### config.mk
export PLATFORM = sky130hd
export DESIGN_NAME = charge_termination_detector
export DESIGN_NICKNAME = d
export VERILOG_FILES = /design/src/hw/rtl/ctd_pkg.sv /design/src/hw/rtl/ctd_cfg_regs.sv /design/src/hw/rtl/ctd_decide.sv /design/src/hw/rtl/charge_termination_detector.sv
export SDC_FILE = /design/constraint.sdc
export NUM_CORES = 1
export LEC_CHECK = 0
export BUFFER_PORTS_ARGS = -buffer_cell sky130_fd_sc_hd__buf_2
export CAP_MARGIN = 20
export CORE_MARGIN = 10
export CORE_UTILIZATION = 40
export DETAILED_ROUTE_END_ITERATION = 10
export GPL_TIMING_DRIVEN = 0
export HOLD_SLACK_MARGIN = 0.05
export PLACE_DENSITY = 0.54
export SYNTH_ARGS = -nofsm -noshare
export SYNTH_HDL_FRONTEND = slang
export SYNTH_HIERARCHICAL = 1
export SYNTH_SLANG_ARGS = --single-unit
### constraint.sdc
create_clock -name clk -period 5.8 [get_ports clk]
set_input_delay 0.29 -clock clk [delete_from_list [all_inputs] [get_ports clk]]
set_output_delay 0.29 -clock clk [all_outputs]
set_load 0.01 [all_outputs]
### src/hw/rtl/ctd_pkg.sv
// ----------------------------------------------------------------------------
// ctd_pkg
// Shared types, codes and constants of the charge termination detector.
// ----------------------------------------------------------------------------
package ctd_pkg;

    localparam int SLOPE_SLOTS_DEF = 6;

    localparam int VOLT_W  = 13;
    localparam int MIN_W   = 10;
    localparam int CFG_W   = 13;
    localparam int INDEX_W = 2;

    localparam int TICK_MS          = 200;
    localparam int CHARGE_OFFSET_MV = 20;
    localparam int OV_DEBOUNCE      = 3;
    localparam int OV_RUN_MAX       = 3;
    localparam int PIN_DEBOUNCE     = 6;
    localparam int PIN_RUN_MAX      = 7;
    localparam int OV_MEASURE       = (2 * 1000) / TICK_MS;
    localparam int PIN_MEASURE      = (2 * 1000) / TICK_MS;
    localparam int SLOPE_MEASURE    = (20 * 1000) / TICK_MS;
    localparam int PHASE_WRAP       = SLOPE_MEASURE;
    localparam int PHASE_W          = $clog2(PHASE_WRAP);
    localparam int OV_RUN_W         = $clog2(OV_RUN_MAX + 1);
    localparam int PIN_RUN_W        = $clog2(PIN_RUN_MAX + 1);

    localparam int TIMEOUT_RESET  = 90;
    localparam int FULL_MV_RESET  = 4200;
    localparam int PIN_PRES_RESET = 1;

    typedef logic [2:0] reason_t;
    localparam reason_t REASON_NONE    = 3'd0;
    localparam reason_t REASON_TIMEOUT = 3'd1;
    localparam reason_t REASON_OVERVOLT = 3'd2;
    localparam reason_t REASON_PIN     = 3'd3;
    localparam reason_t REASON_SLOPE   = 3'd4;

    typedef logic [INDEX_W-1:0] cfg_index_t;
    localparam cfg_index_t CFG_TIMEOUT  = 2'd0;
    localparam cfg_index_t CFG_FULL_MV  = 2'd1;
    localparam cfg_index_t CFG_PIN_PRES = 2'd2;

    typedef struct packed {
        logic [MIN_W-1:0]  timeout_min;
        logic [VOLT_W-1:0] full_mv;
        logic              pin_present;
    } cfg_t;

    typedef logic [PHASE_W-1:0] phase_t;

    // phase values at which the overvoltage stage samples
    function automatic logic ov_phase_hit(input phase_t p);
        logic hit;
        hit = 1'b0;
        for (int k = 0; k < PHASE_WRAP / OV_MEASURE; k++)
        begin
            if (p == PHASE_W'(k * OV_MEASURE))
                hit = 1'b1;
        end
        return hit;
    endfunction

    function automatic logic pin_phase_hit(input phase_t p);
        logic hit;
        hit = 1'b0;
        for (int k = 0; k < PHASE_WRAP / PIN_MEASURE; k++)
        begin
            if (p == PHASE_W'(k * PIN_MEASURE))
                hit = 1'b1;
        end
        return hit;
    endfunction

    function automatic phase_t phase_inc(input phase_t p);
        return (p == PHASE_W'(PHASE_WRAP - 1)) ? '0 : p + 1'b1;
    endfunction

endpackage

### src/hw/rtl/ctd_cfg_regs.sv
// ----------------------------------------------------------------------------
// ctd_cfg_regs
// Configuration registers: timeout, full voltage and pin-present flag.
// ----------------------------------------------------------------------------
module ctd_cfg_regs
(
    input  logic                clk,
    input  logic                rst_n,
    input  logic                cfg_we,
    input  ctd_pkg::cfg_index_t cfg_index,
    input  logic [ctd_pkg::CFG_W-1:0] cfg_data,
    output ctd_pkg::cfg_t       cfg
);

    ctd_pkg::cfg_t cfg_reg;
    ctd_pkg::cfg_t cfg_next;

    always_comb
    begin
        cfg_next = cfg_reg;
        if (cfg_we)
        begin
            case (cfg_index)
                ctd_pkg::CFG_TIMEOUT:
                    cfg_next.timeout_min = cfg_data[ctd_pkg::MIN_W-1:0];
                ctd_pkg::CFG_FULL_MV:
                    cfg_next.full_mv = cfg_data[ctd_pkg::VOLT_W-1:0];
                ctd_pkg::CFG_PIN_PRES:
                    cfg_next.pin_present = cfg_data[0];
                default:
                    cfg_next = cfg_reg;
            endcase
        end
    end

    always_ff @(posedge clk or negedge rst_n)
    begin
        if (!rst_n)
        begin
            cfg_reg.timeout_min <= ctd_pkg::MIN_W'(ctd_pkg::TIMEOUT_RESET);
            cfg_reg.full_mv     <= ctd_pkg::VOLT_W'(ctd_pkg::FULL_MV_RESET);
            cfg_reg.pin_present <= 1'(ctd_pkg::PIN_PRES_RESET);
        end
        else
        begin
            cfg_reg <= cfg_next;
        end
    end

    assign cfg = cfg_reg;

endmodule

### src/hw/rtl/ctd_decide.sv
// ----------------------------------------------------------------------------
// ctd_decide
// Check stages and their state: timeout, overvoltage and pin debounce,
// slope sign ring. State moves once per item taken.
// ----------------------------------------------------------------------------
module ctd_decide
#(
    parameter int SLOPE_SLOTS = ctd_pkg::SLOPE_SLOTS_DEF
)
(
    input  logic                       clk,
    input  logic                       rst_n,
    input  logic                       step,
    input  logic [ctd_pkg::VOLT_W-1:0] voltage_mv,
    input  logic [ctd_pkg::MIN_W-1:0]  elapsed_minutes,
    input  logic                       ext_pin_level,
    input  ctd_pkg::cfg_t              cfg,
    output ctd_pkg::reason_t           reason
);

    localparam int SLOT_W   = $clog2(SLOPE_SLOTS);
    localparam int CNT_W    = $clog2(SLOPE_SLOTS + 1);
    localparam int FLAT_MAX = (SLOPE_SLOTS + 1) / 2;
    localparam int VW1      = ctd_pkg::VOLT_W + 1;

    ctd_pkg::phase_t               phase_reg, phase_next;
    logic [ctd_pkg::OV_RUN_W-1:0]  ov_run_reg, ov_run_next;
    logic [ctd_pkg::PIN_RUN_W-1:0] pin_run_reg, pin_run_next;
    logic [ctd_pkg::VOLT_W-1:0]    prev_reg, prev_next;
    logic [SLOPE_SLOTS-1:0]        ring_reg, ring_next;
    logic [SLOT_W-1:0]             slot_reg, slot_next;

    ctd_pkg::phase_t p1, p2, p3;
    logic            timeout, ov_hit, ov_full, pin_hit, pin_full, slope_hit;
    logic            ov_high, near_full, flat;
    logic [CNT_W-1:0] pos_count;

    always_comb
    begin
        ov_run_next  = ov_run_reg;
        pin_run_next = pin_run_reg;
        prev_next    = prev_reg;
        ring_next    = ring_reg;
        slot_next    = slot_reg;
        phase_next   = phase_reg;
        reason       = ctd_pkg::REASON_NONE;
        ov_full      = 1'b0;
        pin_full     = 1'b0;
        pos_count    = '0;
        flat         = 1'b0;

        timeout   = elapsed_minutes >= cfg.timeout_min;
        ov_hit    = ctd_pkg::ov_phase_hit(phase_reg);
        p1        = ctd_pkg::phase_inc(phase_reg);
        pin_hit   = ctd_pkg::pin_phase_hit(p1);
        p2        = ctd_pkg::phase_inc(p1);
        // slope period equals the phase wrap
        slope_hit = (p2 == '0);
        p3        = ctd_pkg::phase_inc(p2);

        ov_high   = {1'b0, voltage_mv} >= ({1'b0, cfg.full_mv}
                    + VW1'(ctd_pkg::CHARGE_OFFSET_MV));
        // voltage >= full - offset, computed unsigned as voltage + offset >= full
        near_full = ({1'b0, voltage_mv} + VW1'(ctd_pkg::CHARGE_OFFSET_MV))
                    >= {1'b0, cfg.full_mv};

        if (timeout)
        begin
            reason = ctd_pkg::REASON_TIMEOUT;
        end
        else
        begin
            phase_next = p1;
            if (ov_hit)
            begin
                if (!ov_high)
                    ov_run_next = '0;
                else if (ov_run_reg < ctd_pkg::OV_RUN_W'(ctd_pkg::OV_RUN_MAX))
                    ov_run_next = ov_run_reg + 1'b1;
                ov_full = ov_run_next >= ctd_pkg::OV_RUN_W'(ctd_pkg::OV_DEBOUNCE);
            end

            if (ov_full)
            begin
                reason = ctd_pkg::REASON_OVERVOLT;
            end
            else
            begin
                phase_next = p2;
                if (pin_hit && cfg.pin_present)
                begin
                    if (!ext_pin_level)
                        pin_run_next = '0;
                    else if (pin_run_reg < ctd_pkg::PIN_RUN_W'(ctd_pkg::PIN_RUN_MAX))
                        pin_run_next = pin_run_reg + 1'b1;
                    pin_full = pin_run_next >=
                               ctd_pkg::PIN_RUN_W'(ctd_pkg::PIN_DEBOUNCE);
                end

                if (pin_full)
                begin
                    reason = ctd_pkg::REASON_PIN;
                end
                else
                begin
                    phase_next = p3;
                    if (slope_hit)
                    begin
                        prev_next = voltage_mv;
                        slot_next = (slot_reg == SLOT_W'(SLOPE_SLOTS - 1)) ?
                                    '0 : slot_reg + 1'b1;
                        if (prev_reg == '0)
                        begin
                            // no reference yet
                            ring_next = '1;
                        end
                        else
                        begin
                            ring_next[slot_reg] = voltage_mv > prev_reg;
                            pos_count = CNT_W'($countones(ring_next));
                            flat = pos_count <= CNT_W'(FLAT_MAX);
                            if (flat && near_full)
                                reason = ctd_pkg::REASON_SLOPE;
                        end
                    end
                end
            end
        end
    end

    always_ff @(posedge clk or negedge rst_n)
    begin
        if (!rst_n)
        begin
            phase_reg   <= '0;
            ov_run_reg  <= '0;
            pin_run_reg <= '0;
            prev_reg    <= '0;
            ring_reg    <= '1;
            slot_reg    <= '0;
        end
        else if (step)
        begin
            phase_reg   <= phase_next;
            ov_run_reg  <= ov_run_next;
            pin_run_reg <= pin_run_next;
            prev_reg    <= prev_next;
            ring_reg    <= ring_next;
            slot_reg    <= slot_next;
        end
    end

endmodule

### src/hw/rtl/charge_termination_detector.sv
// ----------------------------------------------------------------------------
// charge_termination_detector
// Judges end of charge per tick and gives the reason.
// ----------------------------------------------------------------------------
// Usage:
//   Input channel in_valid/in_ready carries one tick: voltage_mv,
//   elapsed_minutes, ext_pin_level. Output channel out_valid/out_ready
//   returns one item per tick: charge_full and full_reason.
//   Configuration is a plain write port (cfg_we, cfg_index, cfg_data);
//   write only while no tick is in flight.
// Path: an accepted tick waits in the input register, passes the check
//   logic and moves into the result register once that is free or draining.
// Throughput: one tick per cycle while out_ready stays high; the check stages
//   are a single pass of logic between the two registers.
// Reset: configuration registers return to their defaults (timeout 90 min,
//   4200 mV, pin present), debounce runs clear, slope ring goes all positive,
//   no voltage reference is held.
// Stall: a held result keeps its value; one more tick may wait in the input
//   register, then in_ready drops until out_ready returns.
// ----------------------------------------------------------------------------
module charge_termination_detector
#(
    parameter int SLOPE_SLOTS = ctd_pkg::SLOPE_SLOTS_DEF
)
(
    input  logic                        clk,
    input  logic                        rst_n,
    input  logic                        in_valid,
    output logic                        in_ready,
    input  logic [ctd_pkg::VOLT_W-1:0]  voltage_mv,
    input  logic [ctd_pkg::MIN_W-1:0]   elapsed_minutes,
    input  logic                        ext_pin_level,
    output logic                        out_valid,
    input  logic                        out_ready,
    output logic                        charge_full,
    output ctd_pkg::reason_t            full_reason,
    input  logic                        cfg_we,
    input  ctd_pkg::cfg_index_t         cfg_index,
    input  logic [ctd_pkg::CFG_W-1:0]   cfg_data
);

    ctd_pkg::cfg_t cfg;

    logic                       s1_valid_reg, s1_valid_next;
    logic [ctd_pkg::VOLT_W-1:0] s1_volt_reg;
    logic [ctd_pkg::MIN_W-1:0]  s1_min_reg;
    logic                       s1_pin_reg;
    logic                       out_valid_reg, out_valid_next;
    logic                       full_reg;
    ctd_pkg::reason_t           reason_reg;
    ctd_pkg::reason_t           reason;
    logic                       s1_move;
    logic                       in_take;

    ctd_cfg_regs u_cfg
    (
        .clk       (clk),
        .rst_n     (rst_n),
        .cfg_we    (cfg_we),
        .cfg_index (cfg_index),
        .cfg_data  (cfg_data),
        .cfg       (cfg)
    );

    ctd_decide
    #(
        .SLOPE_SLOTS (SLOPE_SLOTS)
    )
    u_decide
    (
        .clk             (clk),
        .rst_n           (rst_n),
        .step            (s1_move),
        .voltage_mv      (s1_volt_reg),
        .elapsed_minutes (s1_min_reg),
        .ext_pin_level   (s1_pin_reg),
        .cfg             (cfg),
        .reason          (reason)
    );

    // the held item moves on whenever the result slot is free or draining
    assign s1_move  = s1_valid_reg && (!out_valid_reg || out_ready);
    assign in_ready = !s1_valid_reg || s1_move;
    assign in_take  = in_valid && in_ready;

    always_comb
    begin
        s1_valid_next  = in_take || (s1_valid_reg && !s1_move);
        out_valid_next = s1_move || (out_valid_reg && !out_ready);
    end

    always_ff @(posedge clk or negedge rst_n)
    begin
        if (!rst_n)
        begin
            s1_valid_reg  <= 1'b0;
            out_valid_reg <= 1'b0;
        end
        else
        begin
            s1_valid_reg  <= s1_valid_next;
            out_valid_reg <= out_valid_next;
        end
    end

    always_ff @(posedge clk)
    begin
        if (in_take)
        begin
            s1_volt_reg <= voltage_mv;
            s1_min_reg  <= elapsed_minutes;
            s1_pin_reg  <= ext_pin_level;
        end
        if (s1_move)
        begin
            full_reg   <= reason != ctd_pkg::REASON_NONE;
            reason_reg <= reason;
        end
    end

    assign out_valid   = out_valid_reg;
    assign charge_full = full_reg;
    assign full_reason = reason_reg;

endmodule

==> results of run 1 <==
[power by group through the flow]
stage | registers [W] | logic [W] | clock network, W
2_1_floorplan | 0.000933 | 0.00115 | 0
5_1_grt | 0.000985 | 0.00169 | 0.000603
3_3_place_gp | 0.000967 | 0.00144 | 0
6_report | 0.000961 | 0.00149 | 0.000549
3_5_place_dp | 0.000971 | 0.00147 | 0
4_1_cts | 0.000961 | 0.00149 | 0.000568
[layout make-up]
| type | count | share of cell area (%) |
|---|---|---|
| clock inverters | 6 | 0.745 |
| plain buffers | 22 | 2.25 |
| multi-input cells | 425 | 48.8 |
| repair buffers | 50 | 4.00 |
| flip-flops and latches | 88 | 34.3 |
| inverters | 58 | 3.16 |
| well taps | 188 | 3.42 |
| clock buffers | 10 | 3.32 |
[layer usage]
metal  up-vias  track usage [%]  part of all wire [%]
li1       2291                -                     -
met1      2269             18.7                    47
met2        99             23.3                    47
met3        18             3.10                   4.1
met4         0             4.35                   1.6
met5         -                0                     0
[through the flow]
step	std cells	setup slack, ps	hold WS (ps)	power (W)
3_5_place_dp	831	957	440	0.00244
2_1_floorplan	593	1610	-5.59	0.00208
3_3_place_gp	830	996	468	0.00240
6_report	847	956	38.6	0.00300
5_1_grt	847	658	91.0	0.00327
4_1_cts	847	935	67.1	0.00302
[placed cells by master (no fill, tap or decap), drive strengths merged, types with 25 or more instances in the layout]
master / netlist / final
dfrtp: 45 / 45
nand2: 37 / 37
buf: 19 / 69
nand3: 25 / 25
edfxtp: 28 / 28
mux2: 31 / 31
a21oi: 26 / 26
o21ai: 28 / 28
ha: 58 / 58
inv: 58 / 60
[worst max path at each step]
stage,start,end,slack (ps)
finish,s1_volt_reg[9],charge_full,960
global route,s1_volt_reg[8],charge_full,660
CTS,s1_volt_reg[9],charge_full,940
detailed placement,s1_volt_reg[9],charge_full,960
global placement,s1_volt_reg[8],charge_full,1000
floorplan,s1_volt_reg[8],charge_full,1610
[logic make-up (layout without fill, tap and decap cells)]
group                    count (synthesis)  after routing
buffers and inverters                   80            146
XOR/XNOR                                29             29
AO/OA/AOI/OAI                          139            139
flip-flops                              88             88
adder cells (fa/ha/maj)                 61             61
AND/OR/NAND/NOR                        156            156
multiplexers                            40             40
[synth_stat cells (12+ instances only)]
library cell,n,area (um2)
nand4_1,12,75.1
a21oi_1,26,130
nor2_1,18,67.6
a21o_1,14,105
nand2_1,37,139
xnor2_1,21,184
mux2_4,13,195
mux2_2,18,203
edfxtp_1,28,841
dfrtp_1,45,1130
dfstp_2,15,394
inv_1,58,218
ha_1,58,726
nand3_1,25,125
o21ai_0,25,125
a31oi_1,13,81.3
[worst reg2reg max path, cell delays in order (launching register included)]
cell and delay, ps:
edfxtp_1 540, ha_1 370, nand4_1 160, o22ai_1 200, nor2_1 60, o31ai_1 70
a211oi_1 110, nor3_1 620, mux2i_1 220, inv_1 120, fa_1 430, inv_1 80
fa_1 400, inv_1 60, ha_1 130, inv_1 50, fa_1 360, nand2_1 70
a211o_1 130, nor4_1 70, or3_1 320
==> key figures, run 1 <==
Worst setup path
  • Worst r2r path cells: 20
  • WP depth: 20
  • Worst Path Class, Setup: reg2reg
  • Reg2reg setup slack: ~960 ps
  • CP Max Fanout: 7
  • Slowest CP cell: nor3_1
  • Worst setup EP type: flip-flop
  • R2r endpoint: charge_full
  • Startpoint types: flip-flop
  • Critical path required time: about 5900 ps
  • CP delay by family, top: adder cells
  • R2R Path Start: s1_volt_reg[9]
  • WP data arrival: between 4000 and 5000 ps
  • Cells along the critical path: ha_1 > nand4_1 > o22ai_1 > nor2_1 > o31ai_1 > a211oi_1 > nor3_1 > mux2i_1 > inv_1 > fa_1 > inv_1 > fa_1 > inv_1 > ha_1 > inv_1 > fa_1 > nand2_1 > a211o_1 > nor4_1 > or3_1
  • CP peak stage delay: just over 600 ps
  • Cell mode on critical path: inv_1
  • Crit path buf inv count: 4

Synthesis
  • Main synth FF type: dfrtp_1
  • Sequential area share after synthesis: 38.7%
  • Synth Area in Compound Gates: between 10% and 20%
  • Mapped Nets: 698
  • Synth cell types: 71
  • Ys async rst share: ~70%
  • Post-Syn Instances: ~590
  • Mean Syn Cell Area: 10.3 um2
  • Ys Warns: 6
  • Number of synthesized flops with an enable pin: 28
  • Syn Std Cell Area: a little over 6000 um2
  • Post-Synth Simple-Gate Area: 14.4%
  • Adder-cell area share of the yosys netlist: 12.9%
  • Post-synthesis mux area share: between 8 and 9%
  • Largest family of logic cells by synthesized area: compound AO/OA/AOI/OAI gates
  • Synth Area in XOR/XNOR: 4.29%
  • FF+latch count, synth: 88

Routing
  • Vias: between 4000 and 5000
  • Initial DRC Count: 299
  • Routed WL: 14.2 mm
  • Routed Antenna Nets: 0
  • Vias per std cell: 5.52
  • # DRC: 0
  • Average wire per standard cell: 16.8 um
  • First-pass DRT Iterations: 5

Placement
  • Final Wtd Congestion: 0.903
  • HPWL Detailed: about 11 mm
  • DP Area: around 6600 um2
  • Buffers on Ports: 49

Pwr
  • Comb power frac: approximately half
  • Worst vdd ir: approximately 0.00018 V
  • Sw frac: approximately two fifths
  • Sequential share of power: around a third
  • Switch Pwr: 0.00124 W
  • Power share of the clock group: a little under a fifth
  • Pwr Density: ~440 nW/um2
  • P_int: about 0.0018 W
  • Lkg Pwr: between 3 and 4 nW

Finish
  • Register area: ~2400 um2
  • Area of the multi-input gates: 3360 um2
  • Cell area after layout: 6890 um2
  • Ant diodes: 0
  • Ratio of cells with drive above 1 in the final layout: roughly 22%
  • Nets: about 760
  • Filler cell count: between 1000 and 1500
  • Max reg flops: 24
  • Post-Route Utilization: between 40 and 50%
  • Area grow syn2layout: 13.0%

Outcome
  • Outcome: finished clean

Die
  • Die area: approximately 20000 um2
  • Std-Cell Core Area: 15100 um2
  • Initial core utilization: approximately 40%
  • Standard-cell row count: 45
  • Die H: about 140 um
  • Die span in x: roughly 140 um
  • I/O pins: 50

Clock tree
  • Post-cts hold buffer count: 0
  • Postcts setup bufs: 0
  • CTS tree: yes
  • H-tree depth: 3
  • Root Driver: clkbuf_16
  • CTS sink cnt: around 90
  • Max clock buf depth: 2
  • CTS Buf Count: 9
  • Skew-Pair Late Insertion Delay: between 300 and 400 ps
  • Post-cts repair resize count: 0
  • Worst-path clk slew: roughly 60 ps

Global routing
  • Global route overflow: 0
  • Largest net degree at the start of global routing: 61
  • Initial antenna violation count: 0
  • Vias in the first global route: about 4700
  • Global-route wire length before repair: around 24 mm
  • GRT Overall Usage: between 10% and 20%

Timing
  • Fmax: 206 MHz
  • RSZ-0062 raised after global routing: no
  • Period utilization: about 84%
  • Final Hold Fails: 0
  • Slew HR: 47.4%
  • Final setup viols: 0
  • Tightest Pin Transition: 789 ps
  • Worst Clk Skew: about 7.0 ps
  • TNS Setup: 0 ps
  • Min Tclk post-route: between 4000 and 5000 ps
  • Final slew viol count: 0

Worst hold path
  • Worst min-delay path class: in2async

Flow run
  • Max_cap viols: 0
No activity file was read; power rests on OpenSTA's default activity.
==> run 2: changes to the inputs <==
--- a/config.mk
+++ b/config.mk
@@ -12,7 +12,7 @@
 export DETAILED_ROUTE_END_ITERATION = 10
 export GPL_TIMING_DRIVEN = 0
 export HOLD_SLACK_MARGIN = 0.05
-export PLACE_DENSITY = 0.54
+export PLACE_DENSITY = 0.56
 export SYNTH_ARGS = -nofsm -noshare
 export SYNTH_HDL_FRONTEND = slang
 export SYNTH_HIERARCHICAL = 1
==> constraint.sdc (replaced) <==
create_clock -name clk -period 4.4 [get_ports clk]
set_input_delay 0.22 -clock clk [delete_from_list [all_inputs] [get_ports clk]]
set_output_delay 0.22 -clock clk [all_outputs]
set_load 0.01 [all_outputs]
==> key figures, run 2 (synthesized netlist as in run 1, its figures left out) <==
Timing
  • Min Tclk post-route: 4510 ps (-338 ps)
  • Worst Clk Skew: 6.97 ps (-0.0763 ps)
  • Final Hold Fails: 0 (unchanged)
  • Tightest Pin Transition: 787 ps (-2.27 ps)
  • Final setup viols: 1 (+1)
  • Final slew viol count: 0 (unchanged)
  • RSZ-0062 raised after global routing: yes
  • Slew HR: 47.5% (+0.15 points)
  • Fmax: 222 MHz (+7.5%)
  • Hold Slack: 75.7 ps (+37.1 ps)
  • Period utilization: 102% (+19 points)
  • Fin worst setup slack: -106 ps (-1060 ps)
  • TNS Setup: -106 ps (-106 ps)

Worst setup path
  • Critical path required time: 4500 ps (-1390 ps)
  • Worst setup EP type: flip-flop
  • CP Max Fanout: 4 (-3)
  • Worst Path Class, Setup: reg2reg
  • Startpoint types: flip-flop
  • WP data arrival: 4600 ps (-330 ps)

Clock tree
  • CTS tree: yes
  • Skew-Pair Late Insertion Delay: 360 ps (about the same)
  • H-tree depth: 3 (unchanged)
  • Root Driver: clkbuf_16
  • CTS Buf Count: 9 (unchanged)
  • Worst-path clk slew: 60 ps (about the same)
  • Max clock buf depth: 2 (unchanged)
  • CTS sink cnt: 88 (unchanged)

Finish
  • Post-Route Utilization: 50.1% (+4.5 points)
  • Ratio of cells with drive above 1 in the final layout: 27.7% (+5.8 points)
  • Area of the multi-input gates: 3460 um2 (+3.0%)
  • Leading cell type in the layout, fill and taps excluded: buf_2
  • Max reg flops: 24 (unchanged)
  • Commonest cells after routing, fill and taps aside: 58 x buf_2, 54 x ha_1, 53 x inv_1
  • Ant diodes: 0 (unchanged)
  • Area grow syn2layout: 24.0%
  • Nets: 819 (+7.9%)
  • Filler cell count: 1394 (-2.6%)
  • Register area: 2360 um2 (unchanged)

Pwr
  • Lkg Pwr: 3.41 nW (+9.9%)
  • Pwr Density: 590 nW/um2 (+36%)
  • Worst vdd ir: 0.000239 V (+36%)
  • Sequential share of power: 28.3% (-3.8 points)
  • P_int: 0.00267 W (+52%)
  • Overall Power: 0.00446 W (+49%)
  • Sw frac: 40.2% (-1.3 points)
  • Comb power frac: 52.6% (+3.0 points)
  • Switch Pwr: 0.00179 W (+44%)
  • Power share of the clock group: 19.1% (+0.8 points)

Routing
  • Vias per std cell: 5.46 (-1.1%)
  • # DRC: 0 (unchanged)
  • Routed Antenna Nets: 0 (unchanged)
  • Vias: 4952 (+5.9%)
  • Average wire per standard cell: 16.6 um (-1.4%)
  • Routed WL: 15.0 mm (+5.6%)
  • First-pass DRT Iterations: 5 (unchanged)
  • Initial DRC Count: 234 (-22%)

Flow run
  • Max_cap viols: 0 (unchanged)

Global routing
  • Initial antenna violation count: 0 (unchanged)
  • Largest net degree at the start of global routing: 61 (unchanged)
  • Vias in the first global route: 5042 (+6.5%)
  • Global route overflow: 0 (unchanged)
  • Global-route wire length before repair: 24.8 mm (+4.4%)
  • GRT Overall Usage: 15.0% (+0.60 points)

Die
  • I/O pins: 50 (unchanged)
  • Initial core utilization: 40.4% (unchanged)
  • Std-Cell Core Area: 15100 um2 (unchanged)
  • Die H: 143 um (unchanged)
  • Die area: 20600 um2 (unchanged)
  • Die span in x: 143 um (unchanged)
  • Standard-cell row count: 45 (unchanged)

Placement
  • HPWL Detailed: 10.6 mm (-2.2%)
  • DP Worst Slack: -413 ps (-1370 ps)
  • Buffers on Ports: 49 (unchanged)
  • Final Wtd Congestion: 0.901 (-0.23%)

Outcome
  • Outcome: finished, violations left
  • Failing checks: negative setup slack

Worst hold path
  • Worst min-delay path class: in2reg
[run 2: what timing repair did]
item / CTS / global route
setup endpoints to repair: 2 / 3
gates resized for setup: 4 / 21
hold endpoints to repair: 69 / 0
setup buffers: 28 / 7
hold buffers: 25 / 0
pin swaps: 6 / 3
[run 2: final cells by class]
| class | count | share of cell area, % |
|---|---|---|
| multi-input combinational | 425 | 45.8 |
| sequential | 88 | 31.2 |
| timing repair buffer | 110 | 10.6 |
| tap | 188 | 3.11 |
| clock buffer | 9 | 2.98 |
| inverter | 58 | 2.88 |
| buffer | 22 | 2.05 |
| clock inverter | 7 | 1.34 |
[run 2: worst max-delay path, cell delays in order (launching register included)]
cell      delay, ps
edfxtp_1        440
ha_4            240
a21o_1          160
a21oi_2         140
o22ai_1         100
nor2_1          140
o31ai_2          90
a211oi_2        260
nor3_4           90
mux2i_1         220
inv_1           100
fa_1            580
inv_2            50
fa_1            440
inv_1            80
ha_2            170
inv_2            30
fa_2            310
nand2_1          60
a211o_1         170
nor4_4           50
or3_1           310
[run 2: final timing paths]
path,start,endpoint,slack [ps],cells after the start
max in group asynchronous,rst_n,u_decide/phase_reg[0],3400,2
min in group asynchronous,rst_n,u_decide/prev_reg[7],480,2
setup / recovery,s1_volt_reg[8],charge_full,-110,21
hold reg to reg,u_cfg/cfg[22],u_cfg/cfg[22],510,1
hold / removal,in_valid,s1_valid_reg,80,2
setup reg to reg,s1_volt_reg[8],charge_full,-110,21
[run 2: per-stage QoR]
stage	cell area (um2)	std cells
2_1_floorplan	6100	593
3_3_place_gp	6580	830
6_report	7560	907
3_5_place_dp	6580	830
5_1_grt	7560	907
4_1_cts	7390	899
[run 2: power by group through the flow]
stage	Combinational (W)	Sequential [W]	Clock, W
finish	0.00235	0.00126	0.000852
global route	0.00262	0.00129	0.000909
CTS	0.00217	0.00126	0.000870
detailed placement	0.00193	0.00128	0
global placement	0.00189	0.00127	0
floorplan	0.00151	0.00123	0
[run 2: routing by layer]
metal / track usage, % / wire length [um] / vias to the layer above
met3: 3.17 / 619 / 20
li1: - / - / 2406
met2: 25.1 / 7470 / 121
met5: 0 / 0 / -
met4: 5.59 / 236 / 0
met1: 18.4 / 6700 / 2405
==> run 3: changes to the inputs <==
--- a/config.mk
+++ b/config.mk
@@ -13,6 +13,7 @@
 export GPL_TIMING_DRIVEN = 0
 export HOLD_SLACK_MARGIN = 0.05
 export PLACE_DENSITY = 0.56
+export RECOVER_POWER = 100
 export SYNTH_ARGS = -nofsm -noshare
 export SYNTH_HDL_FRONTEND = slang
 export SYNTH_HIERARCHICAL = 1
==> key figures, run 3 (synthesized netlist as in run 1, its figures left out) <==
Clock tree
  • Worst-path clk slew: 70 ps (about the same)
  • H-tree depth: 3 (unchanged)
  • Root Driver: clkbuf_16
  • Skew-Pair Late Insertion Delay: 350 ps (about the same)
  • CTS sink cnt: 88 (unchanged)
  • CTS Buf Count: 9 (unchanged)
  • Max clock buf depth: 2 (unchanged)
  • CTS tree: yes

Worst setup path
  • WP data arrival: 4610 ps (about the same)
  • Reg2reg setup slack: -110 ps (about the same)
  • Startpoint types: flip-flop
  • Worst Path Class, Setup: reg2reg
  • Critical Path Source: s1_volt_reg[8]
  • Worst setup EP type: flip-flop
  • Critical path required time: 4500 ps (about the same)
  • Worst r2r path cells: 21 (unchanged)
  • Critical Path End: charge_full
  • R2R Path Start: s1_volt_reg[8]
  • CP Max Fanout: 4 (unchanged)
  • R2r endpoint: charge_full

Timing
  • RSZ-0062 raised after global routing: yes
  • Slew HR: -120% (-170 points)
  • Period utilization: 103% (+0.15 points)
  • Final setup viols: 1 (unchanged)
  • TNS Setup: -113 ps (-6.78 ps)
  • Fmax: 222 MHz (-0.15%)
  • Final Hold Fails: 0 (unchanged)
  • Min Tclk post-route: 4510 ps (+6.78 ps)
  • Tightest Pin Transition: 3300 ps (+2510 ps)
  • Worst Clk Skew: 6.46 ps (-0.514 ps)
  • Final slew viol count: 68 (+68)
  • Fin worst setup slack: -113 ps (-6.78 ps)

Die
  • I/O pins: 50 (unchanged)
  • Initial core utilization: 40.4% (unchanged)
  • Die area: 20600 um2 (unchanged)
  • Std-Cell Core Area: 15100 um2 (unchanged)
  • Die H: 143 um (unchanged)
  • Die span in x: 143 um (unchanged)
  • Standard-cell row count: 45 (unchanged)

Routing
  • # DRC: 0 (unchanged)
  • Vias per std cell: 5.45 (-0.16%)
  • Routed Antenna Nets: 0 (unchanged)
  • Vias: 4944 (-0.16%)
  • Routed WL: 15.0 mm (-0.21%)
  • Initial DRC Count: 291 (+24%)
  • First-pass DRT Iterations: 4 (-1)
  • Average wire per standard cell: 16.5 um (-0.21%)

Finish
  • Ant diodes: 0 (unchanged)
  • Nets: 819 (unchanged)
  • Ratio of cells with drive above 1 in the final layout: 24.2% (-3.5 points)
  • Max reg flops: 24 (unchanged)
  • Area grow syn2layout: 22.4%
  • Filler cell count: 1415 (+1.5%)
  • Leading cell type in the layout, fill and taps excluded: ha_1
  • Commonest cells after routing, fill and taps aside: 54 x ha_1, 53 x inv_1, 50 x buf_2

Global routing
  • Largest net degree at the start of global routing: 61 (unchanged)
  • Global route overflow: 0 (unchanged)
  • Vias in the first global route: 5042 (unchanged)
  • Global-route wire length before repair: 24.8 mm (unchanged)
  • GRT Overall Usage: 15.0% (unchanged)
  • Initial antenna violation count: 0 (unchanged)

Outcome
  • Outcome: finished, violations left
  • Failing checks: max-capacitance violations, max-slew violations, negative setup slack

Worst hold path
  • Hold path startpoint: in_valid
  • Hold depth: 2 (unchanged)
  • Worst min-delay path class: in2reg

Pwr
  • Worst vdd ir: 0.000238 V (-0.47%)
  • Pwr Density: 594 nW/um2 (+0.60%)
  • Lkg Pwr: 3.31 nW (-2.7%)

Placement
  • HPWL Detailed: 10.6 mm (unchanged)
  • DP Worst Slack: -413 ps (unchanged)
  • Final Wtd Congestion: 0.901 (unchanged)
  • Buffers on Ports: 49 (unchanged)

Flow run
  • Max_cap viols: 2 (+2)
==> run 3: cell count changes in the layout (fill, tap and decap cells not counted), sizes merged <==
cell	previous run	this run
buf	104	92
clkbuf	12	24
==> run 3: layout make-up <==
| cell class | count | area (um2) | area share (%) |
|---|---|---|---|
| sequential | 88 | 2360 | 31.6 |
| clock buffer | 9 | 225 | 3.02 |
| timing repair buffer | 110 | 763 | 10.2 |
| clock inverter | 7 | 101 | 1.36 |
| inverter | 58 | 218 | 2.92 |
| buffer | 22 | 141 | 1.90 |
| multi-input combinational | 425 | 3420 | 45.8 |
| tap | 188 | 235 | 3.15 |
==> run 3: per-layer routing <==
layer | part of all wire (%) | wire, um | GRT usage, % | up-vias
li1 | - | - | - | 2411
met3 | 4.3 | 644 | 3.17 | 20
met4 | 1.6 | 236 | 5.59 | 0
met5 | 0 | 0 | 0 | -
met2 | 50 | 7420 | 25.1 | 115
met1 | 45 | 6690 | 18.4 | 2398
==> run 3: metrics by stage <==
stage	hold WS, ps	utilization [%]	cells	total power, W	area [um2]
after floorplan	-75.6	-	593	0.00274	6100
after global placement	396	43.6	830	0.00316	6580
after detailed placement	363	43.6	830	0.00321	6580
after CTS	66.3	49.0	899	0.00430	7390
after global routing	88.7	49.4	907	0.00480	7460
final	78.3	49.4	907	0.00443	7460
==> run 3: timing repair <==
| action | 4_1_cts | 5_1_grt |
|---|---|---|
| pin swaps | 6 | 3 |
| setup endpoints to repair | 2 | 3 |
| hold buffers | 25 | 0 |
| gates cloned | 0 | 0 |
| gates resized for setup | 4 | 21 |
| buffers inserted | 28 | 7 |
| endpoints found under the hold margin | 69 | 0 |
==> run 3: worst min path at each step <==
stage,slack [ps],endpoint
after floorplan,-80,out_valid
after global placement,400,s1_volt_reg[10]
after detailed placement,360,u_decide/prev_reg[7]
after CTS,70,s1_valid_reg
after global routing,90,u_cfg/cfg[12]
final,80,s1_valid_reg
==> run 3: report_power, final <==
group	internal (W)	switching [W]	total [W]
clock	0.000505	0.000347	0.000852
combinational	0.00105	0.00127	0.00232
sequential	0.00109	0.000169	0.00126
total	0.00264	0.00179	0.00443
==> run 3: worst max-delay path: stages, from the launching register on <==
cell	delay, ps
edfxtp_1	450
ha_4	240
a21o_1	160
a21oi_2	140
o22ai_1	100
nor2_1	140
o31ai_2	90
a211oi_2	270
nor3_4	90
mux2i_1	220
inv_1	100
fa_1	580
inv_2	50
fa_1	440
inv_1	80
ha_2	170
inv_2	30
fa_2	310
nand2_1	60
a211o_1	170
nor4_4	50
or3_1	310
